[config.mk]
export PLATFORM = sky130hd
export DESIGN_NAME = ansi_text_terminal_writer_flat
export DESIGN_NICKNAME = d
export VERILOG_FILES = /design/src/sv/atw_pkg.sv /design/src/sv/atw_if.sv /design/src/sv/atw_alu.sv /design/src/sv/atw_param_store.sv /design/src/sv/ansi_text_terminal_writer.sv /design/src/flat_wrapper.sv
export SDC_FILE = /design/constraint.sdc
export NUM_CORES = 1
export LEC_CHECK = 0
export BUFFER_PORTS_ARGS = -buffer_cell sky130_fd_sc_hd__clkbuf_2
export CORE_MARGIN = 4
export CORE_UTILIZATION = 31
export DETAILED_ROUTE_END_ITERATION = 10
export GPL_ROUTABILITY_DRIVEN = 0
export MAX_ROUTING_LAYER = met4
export RECOVER_POWER = 100
export REMOVE_ABC_BUFFERS = 1
export SLEW_MARGIN = 20
export SYNTH_ARGS = -nofsm -noshare
export SYNTH_HDL_FRONTEND = slang
export SYNTH_SLANG_ARGS = --single-unit
[constraint.sdc]
create_clock -name i_clk -period 5.6 [get_ports i_clk]
set_clock_uncertainty 0.05 [all_clocks]
set_input_delay 1.68 -clock i_clk [delete_from_list [all_inputs] [get_ports i_clk]]
set_output_delay 1.68 -clock i_clk [all_outputs]
set_load 0.03 [all_outputs]
[src/sv/atw_pkg.sv]
// ----------------------------------------------------------------------------
// atw_pkg: shared types and constants of the ANSI text terminal writer
// Character codes, SGR codes, result field widths, configuration register
// indexes and the operation codes of the shared arithmetic unit.
// ----------------------------------------------------------------------------
package atw_pkg;

    // Field widths of the character and cell channels.
    localparam int CH_W    = 8;
    localparam int ROW_W   = 5;
    localparam int COL_W   = 7;
    localparam int COLOR_W = 4;

    // Cursor and parameter value width.
    localparam int POS_W = 8;

    // Configuration port.
    localparam int CFG_IDX_W  = 1;
    localparam int CFG_DATA_W = 4;
    localparam logic [CFG_IDX_W-1:0] CFG_DEFAULT_FG = 1'd0;
    localparam logic [CFG_IDX_W-1:0] CFG_DEFAULT_BG = 1'd1;

    // Reset values of the default colors.
    localparam logic [COLOR_W-1:0] DEF_FG_RST = 4'd8;
    localparam logic [COLOR_W-1:0] DEF_BG_RST = 4'd0;

    // Cell request kinds.
    localparam logic KIND_WRITE  = 1'b0;
    localparam logic KIND_SCROLL = 1'b1;

    // Control characters.
    localparam logic [CH_W-1:0] CH_NUL  = 8'h00;
    localparam logic [CH_W-1:0] CH_BS   = 8'h08;
    localparam logic [CH_W-1:0] CH_LF   = 8'h0A;
    localparam logic [CH_W-1:0] CH_CR   = 8'h0D;
    localparam logic [CH_W-1:0] CH_ESC  = 8'h1B;
    localparam logic [CH_W-1:0] CH_LBR  = 8'h5B;
    localparam logic [CH_W-1:0] CH_SEMI = 8'h3B;
    localparam logic [CH_W-1:0] CH_0    = 8'h30;
    localparam logic [CH_W-1:0] CH_9    = 8'h39;

    // Final bytes of the supported sequences.
    localparam logic [CH_W-1:0] CH_SGR     = 8'h6D; // m
    localparam logic [CH_W-1:0] CH_CUP     = 8'h48; // H
    localparam logic [CH_W-1:0] CH_HVP     = 8'h66; // f
    localparam logic [CH_W-1:0] CH_CUU     = 8'h41; // A
    localparam logic [CH_W-1:0] CH_CUD     = 8'h42; // B
    localparam logic [CH_W-1:0] CH_CUF     = 8'h43; // C
    localparam logic [CH_W-1:0] CH_CUB     = 8'h44; // D
    localparam logic [CH_W-1:0] CH_CHA     = 8'h47; // G

    // SGR parameter values.
    localparam logic [POS_W-1:0] SGR_RESET      = 8'd0;
    localparam logic [POS_W-1:0] SGR_FG_DEFAULT = 8'd39;
    localparam logic [POS_W-1:0] SGR_BG_DEFAULT = 8'd49;
    localparam logic [POS_W-1:0] SGR_FG_FIRST   = 8'd30;
    localparam logic [POS_W-1:0] SGR_FG_LAST    = 8'd37;
    localparam logic [POS_W-1:0] SGR_BG_FIRST   = 8'd40;
    localparam logic [POS_W-1:0] SGR_BG_LAST    = 8'd47;

    // Decimal radix of sequence parameters.
    localparam logic [3:0] DIGIT_RADIX = 4'd10;

    // Operations of the shared arithmetic unit.
    typedef enum logic [1:0] {
        ALU_ADD,
        ALU_SUB,
        ALU_MAC10
    } t_alu_op;

    // Commands to the parameter store.
    typedef struct packed {
        logic clear;
        logic we;
    } t_pst_cmd;

endpackage

[src/sv/atw_if.sv]
// ----------------------------------------------------------------------------
// atw_if: channels of the ANSI text terminal writer
// Character input channel and cell request output channel, each with a
// valid/ready handshake.
// ----------------------------------------------------------------------------
interface atw_char_if;
    logic                      valid;
    logic                      ready;
    logic [atw_pkg::CH_W-1:0]  ch;

    modport source (output valid, output ch, input ready);
    modport sink   (input valid, input ch, output ready);
endinterface

interface atw_cell_if;
    logic                         valid;
    logic                         ready;
    logic                         kind;
    logic [atw_pkg::ROW_W-1:0]    row;
    logic [atw_pkg::COL_W-1:0]    col;
    logic [atw_pkg::CH_W-1:0]     glyph;
    logic [atw_pkg::COLOR_W-1:0]  fg_color;
    logic [atw_pkg::COLOR_W-1:0]  bg_color;
    logic                         last;

    modport source (output valid, output kind, output row, output col, output glyph,
                    output fg_color, output bg_color, output last, input ready);
    modport sink   (input valid, input kind, input row, input col, input glyph,
                    input fg_color, input bg_color, input last, output ready);
endinterface

[src/sv/atw_alu.sv]
// ----------------------------------------------------------------------------
// atw_alu: shared arithmetic unit
// Add, subtract with borrow, and decimal accumulate on 8-bit operands.
// ----------------------------------------------------------------------------
module atw_alu (
    input  atw_pkg::t_alu_op           i_op,
    input  logic [atw_pkg::POS_W-1:0]  i_a,
    input  logic [atw_pkg::POS_W-1:0]  i_b,
    output logic [atw_pkg::POS_W:0]    o_y
);

    localparam int MAC_W = atw_pkg::POS_W + 4;

    logic [MAC_W-1:0] mac;

    // Decimal accumulate: a * 10 + b, kept modulo 256.
    assign mac = MAC_W'(i_a) * MAC_W'(atw_pkg::DIGIT_RADIX) + MAC_W'(i_b);

    // Bit 8 holds the carry of an add or the borrow of a subtract.
    always_comb begin
        case (i_op)
            atw_pkg::ALU_ADD:   o_y = {1'b0, i_a} + {1'b0, i_b};
            atw_pkg::ALU_SUB:   o_y = {1'b0, i_a} - {1'b0, i_b};
            atw_pkg::ALU_MAC10: o_y = {1'b0, mac[atw_pkg::POS_W-1:0]};
            default:            o_y = '0;
        endcase
    end

endmodule

[src/sv/atw_param_store.sv]
// ----------------------------------------------------------------------------
// atw_param_store: escape sequence parameter memory
// One write port and one registered read port. Valid bits make a cleared
// entry read as zero without sweeping the array.
// ----------------------------------------------------------------------------
module atw_param_store #(
    parameter int DEPTH = 8,
    parameter int AW    = 3
) (
    input  logic                        i_clk,
    input  logic                        i_rst_n,
    input  atw_pkg::t_pst_cmd           i_cmd,
    input  logic [AW-1:0]               i_waddr,
    input  logic [atw_pkg::POS_W-1:0]   i_wdata,
    input  logic [AW-1:0]               i_raddr,
    output logic [atw_pkg::POS_W-1:0]   o_rdata
);

    logic [atw_pkg::POS_W-1:0] r_mem [DEPTH];
    logic [DEPTH-1:0]          r_valid;
    logic [atw_pkg::POS_W-1:0] r_rdata;

    // Valid bits: cleared by reset and by the start of a new sequence.
    always_ff @(posedge i_clk) begin
        if (!i_rst_n || i_cmd.clear) begin
            r_valid <= '0;
        end else if (i_cmd.we) begin
            r_valid[i_waddr] <= 1'b1;
        end
    end

    // Storage array.
    always_ff @(posedge i_clk) begin
        if (i_cmd.we) begin
            r_mem[i_waddr] <= i_wdata;
        end
    end

    // Registered read; an entry that is not valid reads as zero.
    always_ff @(posedge i_clk) begin
        r_rdata <= r_valid[i_raddr] ? r_mem[i_raddr] : '0;
    end

    assign o_rdata = r_rdata;

endmodule

[src/sv/ansi_text_terminal_writer.sv]
// ----------------------------------------------------------------------------
// ansi_text_terminal_writer: character stream to cell write requests
// Interprets a byte stream with ANSI cursor and color sequences and issues
// cell writes and scroll-up requests for a text screen.
// ----------------------------------------------------------------------------
// The block takes one character at a time and stays busy until the last
// request that the character causes has been placed in the output register.
// A printable byte, and a line feed that scrolls, can wait on the cell
// channel. A cursor command (H, f, A, B, C, D, G) reads its two parameters
// one after the other through the single read port of the parameter
// memory. An SGR command reads and applies each stored parameter in turn,
// up to the current index, at most MAX_PARAMS of them. All cursor,
// parameter value and color arithmetic goes through one shared arithmetic
// unit. No clearing pass is needed after reset.
// ----------------------------------------------------------------------------
module ansi_text_terminal_writer #(
    parameter int COLUMNS    = 80,
    parameter int ROWS       = 30,
    parameter int MAX_PARAMS = 8
) (
    input  logic                             i_clk,
    input  logic                             i_rst_n,
    atw_char_if.sink                         i_char,
    atw_cell_if.source                       o_cell,
    input  logic                             i_cfg_we,
    input  logic [atw_pkg::CFG_IDX_W-1:0]    i_cfg_idx,
    input  logic [atw_pkg::CFG_DATA_W-1:0]   i_cfg_data
);

    localparam int PIDX_W = (MAX_PARAMS > 1) ? $clog2(MAX_PARAMS) : 1;
    localparam int PW     = atw_pkg::POS_W;

    localparam logic [PW:0]       COL_LIM   = (PW+1)'(COLUMNS);
    localparam logic [PW:0]       ROW_LIM   = (PW+1)'(ROWS);
    localparam logic [PW-1:0]     COL_MAX   = PW'(COLUMNS - 1);
    localparam logic [PW-1:0]     ROW_MAX   = PW'(ROWS - 1);
    localparam logic [PIDX_W-1:0] PIDX_LAST = PIDX_W'(MAX_PARAMS - 1);
    localparam logic [PIDX_W-1:0] PIDX_P0   = PIDX_W'(0);
    localparam logic [PIDX_W-1:0] PIDX_P1   = PIDX_W'(1);

    typedef enum logic [3:0] {
        S_IDLE,
        S_DECODE,
        S_DIGIT,
        S_SGR_RD,
        S_SGR_AP,
        S_P0,
        S_P1,
        S_SCROLL,
        S_WRITE
    } t_state;

    // Sequencer state and terminal state.
    t_state                          r_state, n_state;
    logic [atw_pkg::CH_W-1:0]        r_ch, n_ch;
    logic [PW-1:0]                   r_col, n_col;
    logic [PW-1:0]                   r_row, n_row;
    logic [atw_pkg::COLOR_W-1:0]     r_fg, n_fg;
    logic [atw_pkg::COLOR_W-1:0]     r_bg, n_bg;
    logic [atw_pkg::COLOR_W-1:0]     r_def_fg, n_def_fg;
    logic [atw_pkg::COLOR_W-1:0]     r_def_bg, n_def_bg;
    logic [PIDX_W-1:0]               r_pidx, n_pidx;
    logic                            r_in_esc, n_in_esc;
    logic [PIDX_W-1:0]               r_cnt, n_cnt;
    logic [PW-1:0]                   r_p0, n_p0;
    logic                            r_scroll_last, n_scroll_last;

    // Output register.
    logic                            r_o_valid, n_o_valid;
    logic                            r_o_kind, n_o_kind;
    logic [atw_pkg::ROW_W-1:0]       r_o_row, n_o_row;
    logic [atw_pkg::COL_W-1:0]       r_o_col, n_o_col;
    logic [atw_pkg::CH_W-1:0]        r_o_glyph, n_o_glyph;
    logic [atw_pkg::COLOR_W-1:0]     r_o_fg, n_o_fg;
    logic [atw_pkg::COLOR_W-1:0]     r_o_bg, n_o_bg;
    logic                            r_o_last, n_o_last;

    // Shared unit and parameter memory hookup.
    atw_pkg::t_alu_op                alu_op;
    logic [PW-1:0]                   alu_a, alu_b;
    logic [PW:0]                     alu_y;
    atw_pkg::t_pst_cmd               pst_cmd;
    logic [PIDX_W-1:0]               mem_raddr;
    logic [PW-1:0]                   mem_rdata;

    logic                            out_free;
    logic                            wrap;
    logic [PW:0]                     row_next;

    atw_alu u_alu (
        .i_op (alu_op),
        .i_a  (alu_a),
        .i_b  (alu_b),
        .o_y  (alu_y)
    );

    atw_param_store #(
        .DEPTH (MAX_PARAMS),
        .AW    (PIDX_W)
    ) u_param_store (
        .i_clk   (i_clk),
        .i_rst_n (i_rst_n),
        .i_cmd   (pst_cmd),
        .i_waddr (r_pidx),
        .i_wdata (alu_y[PW-1:0]),
        .i_raddr (mem_raddr),
        .o_rdata (mem_rdata)
    );

    assign i_char.ready    = (r_state == S_IDLE);
    assign o_cell.valid    = r_o_valid;
    assign o_cell.kind     = r_o_kind;
    assign o_cell.row      = r_o_row;
    assign o_cell.col      = r_o_col;
    assign o_cell.glyph    = r_o_glyph;
    assign o_cell.fg_color = r_o_fg;
    assign o_cell.bg_color = r_o_bg;
    assign o_cell.last     = r_o_last;

    // The output register can take a new request when empty or being drained.
    assign out_free = !r_o_valid || o_cell.ready;

    // Wrap test for a printable byte and the row it lands on.
    assign wrap     = ({1'b0, r_col} >= COL_LIM);
    assign row_next = wrap ? alu_y : {1'b0, r_row};

    // Sequencer next-state logic.
    always_comb begin
        n_state       = r_state;
        n_ch          = r_ch;
        n_col         = r_col;
        n_row         = r_row;
        n_fg          = r_fg;
        n_bg          = r_bg;
        n_def_fg      = r_def_fg;
        n_def_bg      = r_def_bg;
        n_pidx        = r_pidx;
        n_in_esc      = r_in_esc;
        n_cnt         = r_cnt;
        n_p0          = r_p0;
        n_scroll_last = r_scroll_last;
        n_o_valid     = r_o_valid;
        n_o_kind      = r_o_kind;
        n_o_row       = r_o_row;
        n_o_col       = r_o_col;
        n_o_glyph     = r_o_glyph;
        n_o_fg        = r_o_fg;
        n_o_bg        = r_o_bg;
        n_o_last      = r_o_last;
        alu_op        = atw_pkg::ALU_ADD;
        alu_a         = r_row;
        alu_b         = PW'(1);
        pst_cmd       = '0;
        mem_raddr     = r_pidx;

        // A request leaves the output register when the sink takes it.
        if (r_o_valid && o_cell.ready) begin
            n_o_valid = 1'b0;
        end

        unique case (r_state)
            S_IDLE: begin
                if (i_char.valid) begin
                    n_ch    = i_char.ch;
                    n_state = S_DECODE;
                end
            end

            S_DECODE: begin
                n_state = S_IDLE;
                if (r_ch == atw_pkg::CH_NUL) begin
                    n_state = S_IDLE;
                end else if (r_ch == atw_pkg::CH_BS) begin
                    // Step left, stopping at the first column.
                    alu_op = atw_pkg::ALU_SUB;
                    alu_a  = r_col;
                    if (!alu_y[PW]) begin
                        n_col = alu_y[PW-1:0];
                    end
                end else if (r_ch == atw_pkg::CH_CR) begin
                    n_col = '0;
                end else if (r_ch == atw_pkg::CH_LF) begin
                    // New line; scroll when passing the bottom row.
                    n_col = '0;
                    if (alu_y >= ROW_LIM) begin
                        n_row         = ROW_MAX;
                        n_scroll_last = 1'b1;
                        n_state       = S_SCROLL;
                    end else begin
                        n_row = alu_y[PW-1:0];
                    end
                end else if (r_ch == atw_pkg::CH_ESC) begin
                    n_in_esc      = 1'b1;
                    n_pidx        = '0;
                    pst_cmd.clear = 1'b1;
                end else if (r_in_esc) begin
                    if (r_ch >= atw_pkg::CH_0 && r_ch <= atw_pkg::CH_9) begin
                        // Fetch the current parameter for accumulation.
                        n_state = S_DIGIT;
                    end else if (r_ch == atw_pkg::CH_LBR) begin
                        n_state = S_IDLE;
                    end else if (r_ch == atw_pkg::CH_SEMI) begin
                        n_pidx = (r_pidx == PIDX_LAST) ? '0 : r_pidx + PIDX_W'(1);
                    end else begin
                        n_in_esc = 1'b0;
                        unique case (r_ch) inside
                            atw_pkg::CH_SGR: begin
                                n_cnt   = '0;
                                n_state = S_SGR_RD;
                            end
                            atw_pkg::CH_CUP, atw_pkg::CH_HVP, atw_pkg::CH_CUU,
                            atw_pkg::CH_CUD, atw_pkg::CH_CUF, atw_pkg::CH_CUB,
                            atw_pkg::CH_CHA: begin
                                mem_raddr = PIDX_P0;
                                n_state   = S_P0;
                            end
                            default: n_state = S_IDLE;
                        endcase
                    end
                end else begin
                    // Printable byte: wrap, then scroll if below the screen.
                    if (wrap) begin
                        n_col = '0;
                    end
                    if (row_next >= ROW_LIM) begin
                        n_row         = ROW_MAX;
                        n_scroll_last = 1'b0;
                        n_state       = S_SCROLL;
                    end else begin
                        n_row   = row_next[PW-1:0];
                        n_state = S_WRITE;
                    end
                end
            end

            S_DIGIT: begin
                alu_op     = atw_pkg::ALU_MAC10;
                alu_a      = mem_rdata;
                alu_b      = PW'(r_ch[3:0]);
                pst_cmd.we = 1'b1;
                n_state    = S_IDLE;
            end

            S_SGR_RD: begin
                mem_raddr = r_cnt;
                n_state   = S_SGR_AP;
            end

            S_SGR_AP: begin
                // Color offset from the base code of the range.
                alu_op = atw_pkg::ALU_SUB;
                alu_a  = mem_rdata;
                alu_b  = (mem_rdata >= atw_pkg::SGR_BG_FIRST) ? atw_pkg::SGR_BG_FIRST
                                                              : atw_pkg::SGR_FG_FIRST;
                if (mem_rdata == atw_pkg::SGR_RESET) begin
                    n_fg = r_def_fg;
                    n_bg = r_def_bg;
                end else if (mem_rdata == atw_pkg::SGR_FG_DEFAULT) begin
                    n_fg = r_def_fg;
                end else if (mem_rdata == atw_pkg::SGR_BG_DEFAULT) begin
                    n_bg = r_def_bg;
                end else if (mem_rdata >= atw_pkg::SGR_FG_FIRST &&
                             mem_rdata <= atw_pkg::SGR_FG_LAST) begin
                    n_fg = alu_y[atw_pkg::COLOR_W-1:0];
                end else if (mem_rdata >= atw_pkg::SGR_BG_FIRST &&
                             mem_rdata <= atw_pkg::SGR_BG_LAST) begin
                    n_bg = alu_y[atw_pkg::COLOR_W-1:0];
                end
                if (r_cnt == r_pidx) begin
                    n_state = S_IDLE;
                end else begin
                    n_cnt   = r_cnt + PIDX_W'(1);
                    n_state = S_SGR_RD;
                end
            end

            S_P0: begin
                n_p0      = mem_rdata;
                mem_raddr = PIDX_P1;
                n_state   = S_P1;
            end

            S_P1: begin
                // Cursor command with parameter 0 in r_p0 and parameter 1 on the read port.
                n_state = S_IDLE;
                alu_b   = r_p0;
                unique case (r_ch)
                    atw_pkg::CH_CUP: begin
                        if (r_pidx == '0) begin
                            n_col = '0;
                            n_row = '0;
                        end else begin
                            n_col = r_p0;
                            n_row = mem_rdata;
                        end
                    end
                    atw_pkg::CH_HVP: begin
                        n_col = r_p0;
                        n_row = mem_rdata;
                    end
                    atw_pkg::CH_CUU: begin
                        alu_op = atw_pkg::ALU_SUB;
                        n_row  = alu_y[PW] ? '0 : alu_y[PW-1:0];
                    end
                    atw_pkg::CH_CUD: begin
                        n_row = (alu_y > {1'b0, ROW_MAX}) ? ROW_MAX : alu_y[PW-1:0];
                    end
                    atw_pkg::CH_CUF: begin
                        alu_a = r_col;
                        n_col = (alu_y > {1'b0, COL_MAX}) ? COL_MAX : alu_y[PW-1:0];
                    end
                    atw_pkg::CH_CUB: begin
                        alu_op = atw_pkg::ALU_SUB;
                        alu_a  = r_col;
                        n_col  = alu_y[PW] ? '0 : alu_y[PW-1:0];
                    end
                    atw_pkg::CH_CHA: begin
                        n_col = r_p0;
                    end
                    default: n_state = S_IDLE;
                endcase
            end

            S_SCROLL: begin
                if (out_free) begin
                    n_o_valid = 1'b1;
                    n_o_kind  = atw_pkg::KIND_SCROLL;
                    n_o_row   = '0;
                    n_o_col   = '0;
                    n_o_glyph = '0;
                    n_o_fg    = '0;
                    n_o_bg    = '0;
                    n_o_last  = r_scroll_last;
                    n_state   = r_scroll_last ? S_IDLE : S_WRITE;
                end
            end

            S_WRITE: begin
                alu_a = r_col;
                if (out_free) begin
                    n_o_valid = 1'b1;
                    n_o_kind  = atw_pkg::KIND_WRITE;
                    n_o_row   = r_row[atw_pkg::ROW_W-1:0];
                    n_o_col   = r_col[atw_pkg::COL_W-1:0];
                    n_o_glyph = r_ch;
                    n_o_fg    = r_fg;
                    n_o_bg    = r_bg;
                    n_o_last  = 1'b1;
                    n_col     = alu_y[PW-1:0];
                    n_state   = S_IDLE;
                end
            end

            default: n_state = S_IDLE;
        endcase

        // Configuration writes; indexes beyond the list are dropped.
        if (i_cfg_we) begin
            if (i_cfg_idx == atw_pkg::CFG_DEFAULT_FG) begin
                n_def_fg = i_cfg_data;
            end else if (i_cfg_idx == atw_pkg::CFG_DEFAULT_BG) begin
                n_def_bg = i_cfg_data;
            end
        end
    end

    // State and registered outputs.
    always_ff @(posedge i_clk) begin
        if (!i_rst_n) begin
            r_state   <= S_IDLE;
            r_col     <= '0;
            r_row     <= '0;
            r_fg      <= atw_pkg::DEF_FG_RST;
            r_bg      <= atw_pkg::DEF_BG_RST;
            r_def_fg  <= atw_pkg::DEF_FG_RST;
            r_def_bg  <= atw_pkg::DEF_BG_RST;
            r_pidx    <= '0;
            r_in_esc  <= 1'b0;
            r_cnt     <= '0;
            r_o_valid <= 1'b0;
        end else begin
            r_state   <= n_state;
            r_col     <= n_col;
            r_row     <= n_row;
            r_fg      <= n_fg;
            r_bg      <= n_bg;
            r_def_fg  <= n_def_fg;
            r_def_bg  <= n_def_bg;
            r_pidx    <= n_pidx;
            r_in_esc  <= n_in_esc;
            r_cnt     <= n_cnt;
            r_o_valid <= n_o_valid;
        end
        r_ch          <= n_ch;
        r_p0          <= n_p0;
        r_scroll_last <= n_scroll_last;
        r_o_kind      <= n_o_kind;
        r_o_row       <= n_o_row;
        r_o_col       <= n_o_col;
        r_o_glyph     <= n_o_glyph;
        r_o_fg        <= n_o_fg;
        r_o_bg        <= n_o_bg;
        r_o_last      <= n_o_last;
    end

endmodule

[src/flat_wrapper.sv]
// flat-port wrapper written by rule: the top's interface ports become plain ports
module ansi_text_terminal_writer_flat 
#(
    parameter int COLUMNS    = 80,
    parameter int ROWS       = 30,
    parameter int MAX_PARAMS = 8
)
  (i_clk, i_rst_n, i_cfg_we, i_cfg_idx, i_cfg_data, i_char_valid, i_char_ch, i_char_ready, o_cell_valid, o_cell_kind, o_cell_row, o_cell_col, o_cell_glyph, o_cell_fg_color, o_cell_bg_color, o_cell_last, o_cell_ready);
  atw_char_if i_char_i ();
  atw_cell_if o_cell_i ();
  input  logic i_clk;
  input  logic i_rst_n;
  input  logic i_cfg_we;
  input  logic [atw_pkg::CFG_IDX_W-1:0] i_cfg_idx;
  input  logic [atw_pkg::CFG_DATA_W-1:0] i_cfg_data;
  input wire logic [$bits(i_char_i.valid)-1:0] i_char_valid;
  input wire logic [$bits(i_char_i.ch)-1:0] i_char_ch;
  output wire logic [$bits(i_char_i.ready)-1:0] i_char_ready;
  output wire logic [$bits(o_cell_i.valid)-1:0] o_cell_valid;
  output wire logic [$bits(o_cell_i.kind)-1:0] o_cell_kind;
  output wire logic [$bits(o_cell_i.row)-1:0] o_cell_row;
  output wire logic [$bits(o_cell_i.col)-1:0] o_cell_col;
  output wire logic [$bits(o_cell_i.glyph)-1:0] o_cell_glyph;
  output wire logic [$bits(o_cell_i.fg_color)-1:0] o_cell_fg_color;
  output wire logic [$bits(o_cell_i.bg_color)-1:0] o_cell_bg_color;
  output wire logic [$bits(o_cell_i.last)-1:0] o_cell_last;
  input wire logic [$bits(o_cell_i.ready)-1:0] o_cell_ready;
  assign i_char_i.valid = i_char_valid;
  assign i_char_i.ch = i_char_ch;
  assign i_char_ready = i_char_i.ready;
  assign o_cell_valid = o_cell_i.valid;
  assign o_cell_kind = o_cell_i.kind;
  assign o_cell_row = o_cell_i.row;
  assign o_cell_col = o_cell_i.col;
  assign o_cell_glyph = o_cell_i.glyph;
  assign o_cell_fg_color = o_cell_i.fg_color;
  assign o_cell_bg_color = o_cell_i.bg_color;
  assign o_cell_last = o_cell_i.last;
  assign o_cell_i.ready = o_cell_ready;
  ansi_text_terminal_writer #(.COLUMNS(COLUMNS), .ROWS(ROWS), .MAX_PARAMS(MAX_PARAMS)) u_core (.i_clk(i_clk), .i_rst_n(i_rst_n), .i_char(i_char_i), .o_cell(o_cell_i), .i_cfg_we(i_cfg_we), .i_cfg_idx(i_cfg_idx), .i_cfg_data(i_cfg_data));
endmodule
==> results.toml, run 1 <==
[outcome]
run_status = "finished clean"

[finish]
finish.net_count = 1144
filler_cell_count = 3044
antennaDiodeCount = 0
final_layout_size_suffix_gt1_share_pct = 20.0
area_growth_pct = 20.1

[detailed_routing]
maxUsedRoutingLayer = "met4"
detail_route.iter0.violations = 813
vias_per_cell = 5.45
met3_wl_um = 1640
met2_routed_wirelength_um = 13500
via_count = 8207
postRouteWirelength_um = 29100
postRouteAntennaNets = 0
met1_length_um = 12500
detail_route.wl_per_cell_um = 19.3
firstDrtPassIters = 5
drcViolationCount = 0

[setup_path]
cp_cell_sequence = "or4b_4 > a211o_4 > a22oi_4 > nand2_4 > a222oi_1 > inv_1 > ha_4 > ha_4 > fa_2 > xor2_1 > ha_1 > a21o_1 > or3b_4 > a211o_1 > a211oi_2 > nor4_4 > and2_4 > a2111o_1 > nor3b_2"
max_stage_delay_ps = 560
timing.critical_path.from_type = "flip-flop"
worstSetupPathType = "flip-flop to flip-flop"
endpoint_kind = "flip-flop"
cp_slowest_cell = "or4b_4"
cp_max_fo = 6
required_ps = 5880
critical_path_arrival_ps = 5860
timing.critical_path.mode_cell = "ha_4"
r2r_slack_ps = 30

[synthesis]
seq_area_frac_synth_pct = 46.9
post_synth_design_cell_area_um2 = 9670
ys_top_cells_by_area = "edfxtp_1, dfxtp_1, nand2_1"
synth_commonest_cells = "nand2_1, edfxtp_1, nor2_1"
postSynthAreaPerCell_um2 = 9.76
syn-instance-count = 991
synth-edff-count = 111
netlist-cell-type-count = 90
yosysWarningCount = 0
synthMostInstantiatedCell = "nand2_1"
yosys_most_used_dff = "edfxtp_1"
area_fraction_of_the_dominant_cell_type_after_synthesis_pct = 34.5
synth_largest_area_cell = "edfxtp_1"
postSynth.asyncResetShare_pct = 0
ys_seq_elements = 171

[clocking]
clk_pin_slew_worst_paths_ps = 80
tritoncts.num_buffers = 17
tritoncts = "yes"
htree_levels = 4
buffer_depth_of_the_longest_clock_path = 2
cts-hold-fix-buffers = 0
insertion_delay_ps = 440
clkSinkCount = 171
cts_root_buf = "clkbuf_16"

[floorplanning]
floorplan.die.width_um = 185
design.core.area_um2 = 30700
initial_core_util_pct = 31.5
fp.dieArea_um2 = 34100
ios = 50
num_rows = 64
die-height_um = 185

[grt]
grt_first_pass_wirelength_um = 45500
number_of_global_route_vias_before_repair = 8128
overflow = 0
grt_use_total_pct = 17.6
antenna_found_initial = 0
grt_max_degree = 49

[sta]
timing.final.crit_share_pct = 99.5
min_period_ps = 5570
setup_repair_after_global_routing_missed_its_margin = "yes"
timing.final.hold_violations = 0
setup_slack_ps = 27.6
slew_viol_final = 0
max_clock_freq_mhz = 179
worst_slew_slack_as_a_fraction_of_its_limit_pct = 11.8
timing_worst_slew_pin_value_ps = 1320
report.final.setup_viol = 0

[min_path]
hp-class = "flip-flop to flip-flop"

[power]
static-leakage-power_nw = 4.48
power_density_nw_per_um2 = 295
worst_ir_drop_vdd_v = 0.000219
design_power_total_mw = 3.42

[placed_design]
port_buffers = 49
place_ws_ps = -194
place_hpwl_um = 21500

[run]
drv_cap = 0
[final timing paths]
kind                                         start            endpoint  cells after the start
worst min-delay path            u_core.r_def_bg[2]  u_core.r_def_bg[2]                      2
worst max-delay path                u_core.r_ch[4]     u_core.r_col[5]                     19
worst min register to register  u_core.r_def_bg[2]  u_core.r_def_bg[2]                      2
worst max register to register      u_core.r_ch[4]     u_core.r_col[5]                     19
[cells by family (layout without fill, tap and decap cells)]
logic type                 after synthesis  in the layout  synth area share, %
muxes                                   31             31                 3.23
buffers and inverters                   91            210                 3.93
adders and majority gates               29             29                 3.99
xor gates and xnor gates                17             17                 1.70
and+or+nand+nor                        397            397                 21.1
AOI/OAI and AO/OA                      255            255                 19.1
DFF                                    171            171                 46.9
[cell usage in the layout, fill, tap and decap left out, types with 10 or more instances in the layout]
master and count:
and2_1 16, a32o_1 18, nor2_1 85, a21o_1 10, inv_1 39, nand3_1 22, nor3_1 31, buf_4 79
a21boi_0 12, ha_1 23, clkbuf_2 48, mux2i_1 29, a21oi_1 44, edfxtp_1 111, o21ai_0 49, nor2b_1 26
nand2_1 114, dfxtp_1 60, nand2b_1 16, o21a_1 13, clkbuf_16 17, and2_0 16, a31oi_1 12
[registers in the layout (all words and copies together) (netlist names), 3 cells and up]
name,cells
u_core.o_cell.col,7
u_core.r_def_bg,4
u_core.u_param_store.r_valid,8
u_core.r_p0,8
u_core.r_bg,4
u_core.o_cell.row,5
u_core.o_cell.fg_color,4
u_core.u_param_store.o_rdata,8
u_core.r_cnt,3
u_core.r_pidx,3
u_core.o_cell.bg_color,4
u_core.r_fg,4
u_core.r_row,8
u_core.r_state,4
u_core.r_col,8
u_core.u_param_store.r_mem,64
u_core.o_cell.glyph,8
u_core.r_def_fg,4
u_core.r_ch,8
[through the flow]
stage	util [%]	std cells	instance area [um^2]	hold slack, ps	TNS (ps)
global placement	35.4	1469	10800	400	-28.1
finish	37.9	1506	11600	427	0
CTS	37.5	1502	11500	428	0
detailed placement	35.4	1469	10800	414	-964
floorplan	-	940	9440	389	-60650
global route	37.9	1506	11600	455	-1290
[routing by layer]
layer | vias to the layer above | GRT usage (%)
met2 | 282 | 27.8
met3 | 82 | 3.08
met5 | - | -
li1 | 3894 | -
met1 | 3949 | 22.0
met4 | 0 | 8.37
[timing repair]
action,4_1_cts,5_1_grt
resized for setup,7,29
setup buffers,1,4
endpoints found under the setup margin,15,25
endpoints found under the hold margin,0,0
pin swaps,5,25
[worst max-delay path: cells and delay by family (launching register included)]
kind | cells | cell delay [ps]
AND/OR/NAND/NOR | 6 | 1470
adder cells (fa/ha/maj) | 4 | 1040
XOR/XNOR | 1 | 150
flip-flops | 1 | 390
AO/OA/AOI/OAI | 7 | 2220
buffers and inverters | 1 | 170
[layout make-up]
cell class	count	area (um^2)	area share, %
clock inverter	15	195	1.68
sequential	171	4530	39.0
multi-input combinational	729	4920	42.4
timing repair buffer	138	890	7.66
inverter	40	150	1.29
tap	396	495	4.27
clock buffer	17	425	3.66
[where the power goes]
part | internal (mW) | leakage [nW] | switching [mW]
combinational | 0.269 | 2.67 | 0.463
sequential | 1.42 | 1.50 | 0.0338
clock | 0.650 | 0.303 | 0.592
total | 2.33 | 4.48 | 1.09
No activity file was read; power rests on OpenSTA's default activity.
==> inputs of run 2 (changes only) <==
- ABC_AREA: default -> 1
==> run 2 against run 1 <==
Register-to-register slack better by 210 ps. Utilization down 2.3 points. Non-clock buffer count down 63. Combinational power rose to 4.2 times the previous value. The run now ends with capacitance limit, slew limit left. Sequential share of layout area up 1.5 points. Maximum frequency up 4.0%. Global-route usage down 1.2 points. Synthesized cell count up 19%. Final cell count up 11%. Setup slack better by 210 ps. Critical path depth up 15. Routed wire length down 3.6%. Largest power group is now combinational cells.
==> results.toml, run 2 <==
[outcome]
run_status = "finished, violations left"
failed_checks = "capacitance limit, slew limit"

[clocking]
clk_pin_slew_worst_paths_ps = 70
tritoncts = "yes"
buffer_depth_of_the_longest_clock_path = 2
cts-hold-fix-buffers = 0
cts_root_buf = "clkbuf_16"
clkSinkCount = 171
insertion_delay_ps = 440
tritoncts.num_buffers = 17
htree_levels = 4

[sta]
timing.final.crit_share_pct = 95.7
timing.final.hold_violations = 0
timing_worst_slew_pin_value_ps = 1840
slew_viol_final = 41
report.final.setup_viol = 0
final.setup.tns_ps = 0
min_period_ps = 5360
max_clock_freq_mhz = 187
worst_slew_slack_as_a_fraction_of_its_limit_pct = -22.9

[setup_path]
timing.critical_path.max_delay_family = "simple AND/OR/NAND/NOR gates"
max_stage_delay_ps = 440
critical_path_arrival_ps = 5590
timing.critical_path.mode_cell = "nand2_1"
cp_max_fo = 14
cp_slowest_cell = "fa_1"
timing.critical_path.from_type = "flip-flop"
worstSetupPathType = "flip-flop to flip-flop"
required_ps = 5830
critPathBufInv = 6
endpoint_kind = "flip-flop"

[synthesis]
yosysWarningCount = 0
synth-edff-count = 111
synthMostInstantiatedCell = "nand2_1"
synth_commonest_cells = "nand2_1, inv_1, nor2_1"
post_synth_design_cell_area_um2 = 9850
synth_largest_area_cell = "edfxtp_1"
syn-instance-count = 1183
ys_seq_elements = 171
area_fraction_of_the_dominant_cell_type_after_synthesis_pct = 33.8
netlist-cell-type-count = 59
ys_top_cells_by_area = "edfxtp_1, dfxtp_1, nand2_1"
postSynthAreaPerCell_um2 = 8.33
seq_area_frac_synth_pct = 46.0
yosys_most_used_dff = "edfxtp_1"
postSynth.asyncResetShare_pct = 0

[finish]
postLayoutCoreUtil_pct = 35.5
finish.net_count = 1301
final_layout_size_suffix_gt1_share_pct = 14.0
commonest_cells_after_routing_fill_and_taps_aside = "nand2_1, inv_1, nor2_1"
top_register = "u_core.u_param_store.r_mem"
mostFrequentLayoutCell = "nand2_1"
largest_register_ff_count = 64
area_growth_pct = 13.5
antennaDiodeCount = 0
final_cell_count_no_fill = 1669

[detailed_routing]
vias_per_cell = 5.14
postRouteAntennaNets = 0
via_count = 8586
drcViolationCount = 0
detail_route.iter0.violations = 878
firstDrtPassIters = 5
detail_route.wl_per_cell_um = 16.8
postRouteWirelength_um = 28100

[power]
power_density_nw_per_um2 = 545
design_power_total_mw = 6.09
worst_ir_drop_vdd_v = 0.000250
static-leakage-power_nw = 4.72

[floorplanning]
ios = 50
floorplan.die.width_um = 186
die-height_um = 186
design.core.area_um2 = 31500
fp.dieArea_um2 = 34700
num_rows = 65
initial_core_util_pct = 31.3

[grt]
number_of_global_route_vias_before_repair = 7974
grt_use_total_pct = 16.4
antenna_found_initial = 0
grt_max_degree = 38
overflow = 0
grt_first_pass_wirelength_um = 43500

[placed_design]
place_hpwl_um = 20500
port_buffers = 49
place.detailed.instances = 1623

[min_path]
hp-class = "flip-flop to flip-flop"

[run]
drv_cap = 2
[run 2: power by group]
part           switching (mW)  internal (mW)
combinational            2.18          0.865
sequential              0.109           1.71
clock                   0.586          0.642
[run 2: path summary, 6_finish.rpt]
path,from,endpoint,slack [ps],depth (start not counted)
worst min-delay path,u_core.r_def_bg[2],u_core.r_def_bg[2],400,2
worst max register to register,u_core.r_ch[6],u_core.r_state[0],240,34
worst min register to register,u_core.r_def_bg[2],u_core.r_def_bg[2],400,2
worst max-delay path,u_core.r_ch[6],u_core.r_state[0],240,34
[run 2: worst reg2reg max path: cells and delay by family, from the launching register on]
| kind | cells | cell delay (ps) |
|---|---|---|
| simple gates | 21 | 2570 |
| fa+ha+maj | 4 | 1370 |
| flops | 1 | 430 |
| buf+inv | 6 | 400 |
| compound gates | 3 | 390 |
[run 2: logic make-up (layout without fill, tap and decap cells)]
family / Yosys count / in the layout / synth area share [%]
and+or+nand+nor: 496 / 496 / 24.4
AOI/OAI and AO/OA: 268 / 268 / 15.7
buffers and inverters: 201 / 285 / 8.16
DFF: 171 / 171 / 46.0
adders and majority gates: 29 / 29 / 3.91
xor gates and xnor gates: 10 / 10 / 0.889
muxes: 8 / 8 / 0.915
[run 2: stage by stage]
step | setup WS, ps | hold WS [ps] | cell area (um^2)
after global routing | -34.9 | 434 | 11200
final | 242 | 404 | 11200
after CTS | 88.6 | 407 | 11200
after floorplan | 620 | 374 | 9720
after global placement | 264 | 391 | 10600
after detailed placement | 188 | 397 | 10600
[run 2: area by class of cell]
| cell class | instances | area [um^2] |
|---|---|---|
| Fill cell | 3261 | 20300 |
| Sequential cell | 171 | 4530 |
| Multi-Input combinational cell | 811 | 4490 |
| Inverter | 178 | 673 |
| Tap cell | 402 | 503 |
| Clock buffer | 17 | 425 |
| Timing Repair Buffer | 75 | 374 |
| Clock inverter | 15 | 175 |
[run 2: repair_timing]
action,CTS,global route
gates resized for setup,0,14
buffers inserted,0,14
endpoints found under the setup margin,0,17
[run 2: layer usage]
| layer | vias to the layer above | GRT usage (%) | routed length [um] |
|---|---|---|---|
| li1 | 4150 | - | - |
| met1 | 4037 | 22.9 | 12700 |
| met2 | 352 | 25.0 | 12600 |
| met3 | 47 | 2.94 | 2240 |
| met4 | 0 | 3.93 | 519 |
| met5 | - | - | 0 |
